### config.mk
export PLATFORM = sky130hd
export DESIGN_NAME = lifting_dwt53_forward_line_unit
export DESIGN_NICKNAME = d
export VERILOG_FILES = /design/src/ldwt_pkg.sv /design/src/lifting_dwt53_forward_line_unit.sv
export SDC_FILE = /design/constraint.sdc
export NUM_CORES = 1
export LEC_CHECK = 0
export BUFFER_PORTS_ARGS = -buffer_cell sky130_fd_sc_hd__buf_2
export CAP_MARGIN = 15
export CORE_UTILIZATION = 45
export DETAILED_ROUTE_END_ITERATION = 8
export MAX_ROUTING_LAYER = met4
export PLACE_DENSITY = 0.63
export SYNTH_ARGS = -nofsm -noshare
export SYNTH_HDL_FRONTEND = slang
export SYNTH_SLANG_ARGS = --single-unit
### constraint.sdc
create_clock -name clk -period 22.1 [get_ports clk]
set_input_delay 1.105 -clock clk [delete_from_list [all_inputs] [get_ports clk]]
set_output_delay 1.105 -clock clk [all_outputs]
set_load 0.01 [all_outputs]
### src/ldwt_pkg.sv
// Shared constants and types for the 5/3 lifting line unit.
package ldwt_pkg;

  // Most coefficients that one sample can release (low, high and the end flush).
  localparam int RES_MAX = 3;

  // Result queue depth: room for one full burst of coefficients plus one more entry.
  localparam int QUEUE_DEPTH = 4;

  typedef logic [$clog2(QUEUE_DEPTH)-1:0]   qptr_t;
  typedef logic [$clog2(QUEUE_DEPTH+1)-1:0] qcnt_t;
  typedef logic [$clog2(RES_MAX+1)-1:0]     nres_t;

endpackage

### src/lifting_dwt53_forward_line_unit.sv
// Forward reversible 5/3 lifting wavelet over one streamed line.
//
//  channel | direction | request carries                      | handshake
//  --------+-----------+--------------------------------------+----------------------
//  in_     | input     | in_sample, in_line_end               | in_valid / in_ready
//  out_    | output    | out_coeff, out_is_high, out_line_done | out_valid / out_ready
//  cfg_    | input     | cfg_odd_start                        | cfg_valid / cfg_ready
//
// A sample is taken into the input register, then lifted combinationally by adds and shifts on a
// two-sample window, and its zero to three coefficients are written together into a four-entry
// result queue whose head drives the output ports.
// Sustained rate is one sample per cycle while the result queue has room; a coefficient is
// written into the queue when the sample that releases it leaves the input register.
// The input stage waits only while the queue lacks room for the coefficients of the waiting
// sample.
// Reset (rst_n low, synchronous) empties the pipeline and queue, clears the line position
// and sets odd_start to zero.
module lifting_dwt53_forward_line_unit #(
  parameter int MAX_LINE    = 4096,
  parameter int SAMPLE_BITS = 24
) (
  input  logic                          clk,
  input  logic                          rst_n,
  // Sample input
  input  logic                          in_valid,
  output logic                          in_ready,
  input  logic signed [SAMPLE_BITS-1:0] in_sample,
  input  logic                          in_line_end,
  // Coefficient output
  output logic                          out_valid,
  input  logic                          out_ready,
  output logic signed [SAMPLE_BITS:0]   out_coeff,
  output logic                          out_is_high,
  output logic                          out_line_done,
  // Configuration
  input  logic                          cfg_valid,
  output logic                          cfg_ready,
  input  logic                          cfg_odd_start
);

  localparam int PW = (MAX_LINE > 1) ? $clog2(MAX_LINE) : 1;
  localparam int EW = SAMPLE_BITS + 3;
  localparam logic [PW-1:0] LastPos = PW'(MAX_LINE - 1);

  typedef struct packed {
    logic signed [SAMPLE_BITS:0] coeff;
    logic                        is_high;
    logic                        done;
  } res_t;

  // Configuration and input stage registers
  logic                          odd_start_r;
  logic                          s1_valid_r;
  logic signed [SAMPLE_BITS-1:0] s1_sample_r;
  logic                          s1_end_r;

  // Line state
  logic [PW-1:0]                 pos_r;
  logic signed [SAMPLE_BITS-1:0] win0_r;
  logic signed [SAMPLE_BITS-1:0] win1_r;
  logic signed [SAMPLE_BITS:0]   prior_r;
  logic signed [SAMPLE_BITS:0]   prior_nxt;

  // Result queue
  res_t                q_r [ldwt_pkg::QUEUE_DEPTH];
  ldwt_pkg::qptr_t     wr_ptr_r;
  ldwt_pkg::qptr_t     rd_ptr_r;
  ldwt_pkg::qcnt_t     cnt_r;
  ldwt_pkg::qcnt_t     free_slots;

  logic                in_take;
  logic                pop;
  logic                fire;
  logic                line_end;
  logic                first_pos;
  logic                prev_high;
  logic [PW+1:0]       pos_x;
  ldwt_pkg::nres_t     res_n;
  res_t                res [ldwt_pkg::RES_MAX];

  // Lifting arithmetic, all in EW bits
  logic signed [EW-1:0] x_e;
  logic signed [EW-1:0] dbl_e;
  logic signed [EW-1:0] s1_e;
  logic signed [EW-1:0] s2_e;
  logic signed [EW-1:0] left_e;
  logic signed [EW-1:0] h_e;
  logic signed [EW-1:0] h_ext;
  logic signed [EW-1:0] hl_e;
  logic signed [EW-1:0] low_e;
  logic signed [EW-1:0] flush_e;
  logic signed [EW-1:0] hk_e;
  logic signed [EW-1:0] hk_ext;
  logic signed [EW-1:0] hkl_e;
  logic signed [EW-1:0] lowk_e;
  logic signed [SAMPLE_BITS:0] h_c;
  logic signed [SAMPLE_BITS:0] hk_c;

  // Handshakes; the waiting sample leaves once the queue can take all of its coefficients.
  assign cfg_ready  = 1'b1;
  assign pop        = out_valid && out_ready;
  assign free_slots = ldwt_pkg::qcnt_t'(ldwt_pkg::QUEUE_DEPTH) - cnt_r
                      + ldwt_pkg::qcnt_t'(pop);
  assign fire       = s1_valid_r && (free_slots >= ldwt_pkg::qcnt_t'(res_n));
  assign in_ready   = !s1_valid_r || fire;
  assign in_take    = in_valid && in_ready;

  // Position decode; a line that reaches its maximum length ends there.
  assign pos_x     = {2'b00, pos_r};
  assign first_pos = (pos_r == '0);
  assign line_end  = s1_end_r || (pos_r == LastPos);
  assign prev_high = (~pos_r[0]) ^ odd_start_r;

  // Predict step for the high-pass position before the new sample.
  assign x_e    = {{3{s1_sample_r[SAMPLE_BITS-1]}}, s1_sample_r};
  assign dbl_e  = x_e + x_e;
  assign s1_e   = {{3{win0_r[SAMPLE_BITS-1]}}, win0_r};
  assign s2_e   = {{3{win1_r[SAMPLE_BITS-1]}}, win1_r};
  assign left_e = (pos_x >= (PW+2)'(2)) ? s2_e : x_e;
  assign h_e    = s1_e - ((left_e + x_e) >>> 1);
  assign h_c    = h_e[SAMPLE_BITS:0];
  assign h_ext  = {{2{h_c[SAMPLE_BITS]}}, h_c};

  // Update step for the low-pass neighbours of that high-pass value.
  assign hl_e    = (pos_x >= (PW+2)'(3)) ? {{2{prior_r[SAMPLE_BITS]}}, prior_r} : h_ext;
  assign low_e   = s2_e + ((hl_e + h_ext + EW'(2)) >>> 2);
  assign flush_e = x_e + ((h_ext + h_ext + EW'(2)) >>> 2);

  // A line ending on a high-pass sample: its right neighbour clamps to the left one.
  assign hk_e   = x_e - s1_e;
  assign hk_c   = hk_e[SAMPLE_BITS:0];
  assign hk_ext = {{2{hk_c[SAMPLE_BITS]}}, hk_c};
  assign hkl_e  = (pos_x >= (PW+2)'(2)) ? {{2{prior_r[SAMPLE_BITS]}}, prior_r} : hk_ext;
  assign lowk_e = s1_e + ((hkl_e + hk_ext + EW'(2)) >>> 2);

  // Select the coefficients that this sample releases, in position order.
  always_comb begin
    res_n     = '0;
    prior_nxt = prior_r;
    for (int i = 0; i < ldwt_pkg::RES_MAX; i++) begin
      res[i] = '0;
    end
    if (first_pos) begin
      if (line_end) begin
        res_n = ldwt_pkg::nres_t'(1);
        if (odd_start_r) begin
          res[0] = '{coeff: dbl_e[SAMPLE_BITS:0], is_high: 1'b1, done: 1'b1};
        end else begin
          res[0] = '{coeff: x_e[SAMPLE_BITS:0], is_high: 1'b0, done: 1'b1};
        end
      end
    end else if (prev_high) begin
      prior_nxt = h_c;
      if (pos_x >= (PW+2)'(2)) begin
        res[0] = '{coeff: low_e[SAMPLE_BITS:0], is_high: 1'b0, done: 1'b0};
        res[1] = '{coeff: h_c, is_high: 1'b1, done: 1'b0};
        res[2] = '{coeff: flush_e[SAMPLE_BITS:0], is_high: 1'b0, done: 1'b1};
        res_n  = line_end ? ldwt_pkg::nres_t'(3) : ldwt_pkg::nres_t'(2);
      end else begin
        res[0] = '{coeff: h_c, is_high: 1'b1, done: 1'b0};
        res[1] = '{coeff: flush_e[SAMPLE_BITS:0], is_high: 1'b0, done: 1'b1};
        res_n  = line_end ? ldwt_pkg::nres_t'(2) : ldwt_pkg::nres_t'(1);
      end
    end else if (line_end) begin
      prior_nxt = hk_c;
      res[0] = '{coeff: lowk_e[SAMPLE_BITS:0], is_high: 1'b0, done: 1'b0};
      res[1] = '{coeff: hk_c, is_high: 1'b1, done: 1'b1};
      res_n  = ldwt_pkg::nres_t'(2);
    end
  end

  // Control registers: configuration, input stage, line position, last high-pass value
  // and queue pointers.
  always_ff @(posedge clk) begin
    if (!rst_n) begin
      odd_start_r <= 1'b0;
      s1_valid_r  <= 1'b0;
      pos_r       <= '0;
      prior_r     <= '0;
      wr_ptr_r    <= '0;
      rd_ptr_r    <= '0;
      cnt_r       <= '0;
    end else begin
      if (cfg_valid && cfg_ready) begin
        odd_start_r <= cfg_odd_start;
      end
      if (in_take) begin
        s1_valid_r <= 1'b1;
      end else if (fire) begin
        s1_valid_r <= 1'b0;
      end
      if (fire) begin
        pos_r    <= line_end ? '0 : pos_r + PW'(1);
        prior_r  <= prior_nxt;
        wr_ptr_r <= wr_ptr_r + ldwt_pkg::qptr_t'(res_n);
      end
      if (pop) begin
        rd_ptr_r <= rd_ptr_r + ldwt_pkg::qptr_t'(1);
      end
      cnt_r <= cnt_r + (fire ? ldwt_pkg::qcnt_t'(res_n) : '0) - ldwt_pkg::qcnt_t'(pop);
    end
  end

  // Data registers: input sample, sample window and queue entries.
  always_ff @(posedge clk) begin
    if (in_take) begin
      s1_sample_r <= in_sample;
      s1_end_r    <= in_line_end;
    end
    if (fire) begin
      win0_r  <= s1_sample_r;
      win1_r  <= win0_r;
      for (int i = 0; i < ldwt_pkg::RES_MAX; i++) begin
        if (ldwt_pkg::nres_t'(i) < res_n) begin
          q_r[wr_ptr_r + ldwt_pkg::qptr_t'(i)] <= res[i];
        end
      end
    end
  end

  // Queue head drives the result ports.
  assign out_valid     = (cnt_r != '0);
  assign out_coeff     = q_r[rd_ptr_r].coeff;
  assign out_is_high   = q_r[rd_ptr_r].is_high;
  assign out_line_done = q_r[rd_ptr_r].done;

endmodule

==> results by group <==
Status
  – Outcome: finished, final reports clean

Floorplan
  – Io pins: 61
  – Area of the core: 51500 sq um
  – Starting density of the core: 45.8%
  – Die height: 231 um
  – Die footprint: 53300 sq um
  – Horiz. Die Dim: 231 um
  – Rows: 83

Place
  – GP Congestion: 0.955
  – Post-DP HPWL: 59700 um
  – Placed instance count: 3517
  – Number of I/O port buffers: 59
  – Post-DP Area: 24600 sq um

Worst setup path
  – Req. time, crit path: 22.52 ns
  – Worst path bufs/invs: 1
  – Critical Path Fanout Max: 30
  – Slowest CP cell: nor4_1
  – Reg2Reg Depth: 43
  – Reg2reg start: pos_r[7]
  – Worst setup path class: reg -> reg
  – FF-to-FF setup slack: 11.30 ns
  – Reg2reg end: q_r[2][26]
  – Arrival time at the worst endpoint: 11.22 ns
  – Crit-path leading delay family: compound AO/OA/AOI/OAI gates
  – Critical Path Source Type: flop
  – CP endpoint kind: flop
  – Slowest stage delay, CP: 0.51 ns

Clocking
  – H-tree levels: 1
  – CTS tree: yes
  – Num Clock Sinks: 229
  – Clk Latency, worst-skew pair: 0.59 ns
  – CTS max path bufs: 3
  – Post-CTS Setup Inserts: 0
  – Post_cts resized: 0
  – Clock-pin slew on the worst setup and hold paths: 0.06 ns
  – Root Driver: clkbuf_16
  – CTS Hold Bufs: 0
  – TritonCTS buffer count: 28

Worst hold path
  – Hold_sp: q_r[2][1]
  – Worst Hold End: q_r[2][1]
  – HP Class: reg -> reg
  – Hold depth: 2

Route
  – ANT nets after route: 0
  – Vias: 22400
  – First-pass DRT Iterations: 6
  – DR WL/cell: 22.1 um
  – Vias per Instance: 6.27
  – WL final: 78800 um
  – DRC violation total after the first TritonRoute iteration: 2093
  – # DRC: 0

Global routing
  – Overall global routing resource usage: 30.0%
  – Largest net degree at the start of global routing: 70
  – First-pass GRT wire length: 121000 um
  – Initial antenna violation count: 0
  – Grt total ovfl: 0
  – Vias in the first global route: 21300

Final layout
  – Fin nets: 3159
  – Number of fill cells: 4901
  – Layout cells sized above 1: 7.76%
  – Non-Filler Cell Area, Final: 25500 sq um
  – Area delta synth->final: 8.18%
  – Ant diodes: 0
  – Finished Layout Cells: 3568

Flow run
  – Max-cap violations: 0

Synthesis
  – Yosys cell types: 102
  – Ys flop type: edfxtp_1
  – Syn_nets: 3151
  – Yosys Warn Count: 0
  – Ranking of synthesized cells by area: edfxtp_1 23%, ha_1 13%, nand2_1 6.8%
  – Synth Area per Inst: 8.25 sq um
  – Synth async-reset ratio: 0%
  – Synth Register Bits: 229
  – EDFF count, synth: 177
  – Yosys top cell by area: edfxtp_1
  – Top cell type's share of synthesized area: 22.5%
  – Post-synthesis sequential area ratio: 26.9%
  – Cell Area, Synth: 23600 sq um
  – Mapped Cells: 2859
  – Commonest cells in the netlist: 426 x nand2_1, 252 x ha_1, 235 x nor2_1, 234 x a21oi_1, 208 x o21ai_0
  – Most frequent cell after synthesis: nand2_1

Timing
  – Slew margin rel.: 22.6%
  – Min cycle time layout: 10.80 ns
  – Final cycle utilization of the critical path: 48.9%
  – Final Skew: 0.0190 ns
  – Fmax achieved: 92.6 MHz
  – Count of final setup violators: 0
  – RSZ-0062 raised after global routing: no
  – Slew Viols, Final: 0
  – Slew @ Worst Pin: 1.15 ns
  – Final Hold Viols: 0
  – Total negative slack: 0 ns
[per-layer routing]
metal  GRT usage [%]  wire length [um]  share of wire (%)
met3            2.63              6350                8.1
met4            7.39              1940                2.5
met5               -                 0                  0
met2            46.8             35000                 44
met1            41.7             35500                 45
[placed cells by master, fill, tap and decap left out, types with 74 or more instances in the layout]
master,n
edfxtp_1,177
xor2_1,74
nor2_1,229
o21ai_0,208
inv_1,118
a21oi_1,232
xnor2_1,107
nand2_1,426
a21o_1,78
ha_1,252
[sequential cells by signal, summed over array words and instances, names as in the netlist, 2 cells and up, named ones only]
register	cells
cnt_r	3
pos_r	12
prior_r	25
q_r	108
rd_ptr_r	2
s1_sample_r	24
win0_r	24
win1_r	24
wr_ptr_r	2
[kinds of logic (layout without fill, tap and decap cells)]
kind of cell	Yosys count	in the layout	synth area share [%]
DFF	229	229	26.9
muxes	69	69	4.38
xor gates and xnor gates	189	189	7.23
buffers and inverters	238	267	3.85
AOI/OAI and AO/OA	882	882	24.3
and+or+nand+nor	988	988	19.1
adders and majority gates	263	263	14.2
other	1	1	0.0159
[final cells by class]
class	count	area, sq um	share of cell area [%]
repair buffers	95	567	2.22
well taps	680	851	3.33
clock inverters	17	151	0.593
multi-input cells	2392	16400	64.3
clock buffers	34	723	2.83
flip-flops and latches	229	6360	24.9
inverters	121	454	1.78
[per-stage QoR]
step                util, %  setup slack (ns)  hold slack, ns
floorplan                 -             12.45           0.440
global placement       47.8             11.60           0.464
detailed placement     47.8             11.38           0.463
CTS                    49.5             11.36           0.472
global route           49.5             10.36           0.486
finish                 49.5             11.30           0.474
[worst reg2reg max path: cells and delay by family (launching register included)]
| family | cells | cell delay (ns) |
|---|---|---|
| fa+ha+maj | 5 | 1.84 |
| compound gates | 21 | 4.20 |
| xor+xnor | 4 | 0.97 |
| simple gates | 12 | 3.02 |
| flops | 1 | 0.34 |
| buf+inv | 1 | 0.29 |
[worst max path at each step]
stage,startpoint,to,depth (start not counted)
after CTS,pos_r[7],q_r[1][26],39
after global routing,pos_r[7],q_r[3][25],38
after global placement,pos_r[7],q_r[2][26],43
after detailed placement,pos_r[7],q_r[1][26],39
after floorplan,pos_r[7],q_r[0][26],48
final,pos_r[7],q_r[2][26],43
Power is left out: the tool's default activity adds up to more than one toggle a clock period on the data nets, which glitch-free logic cannot reach.
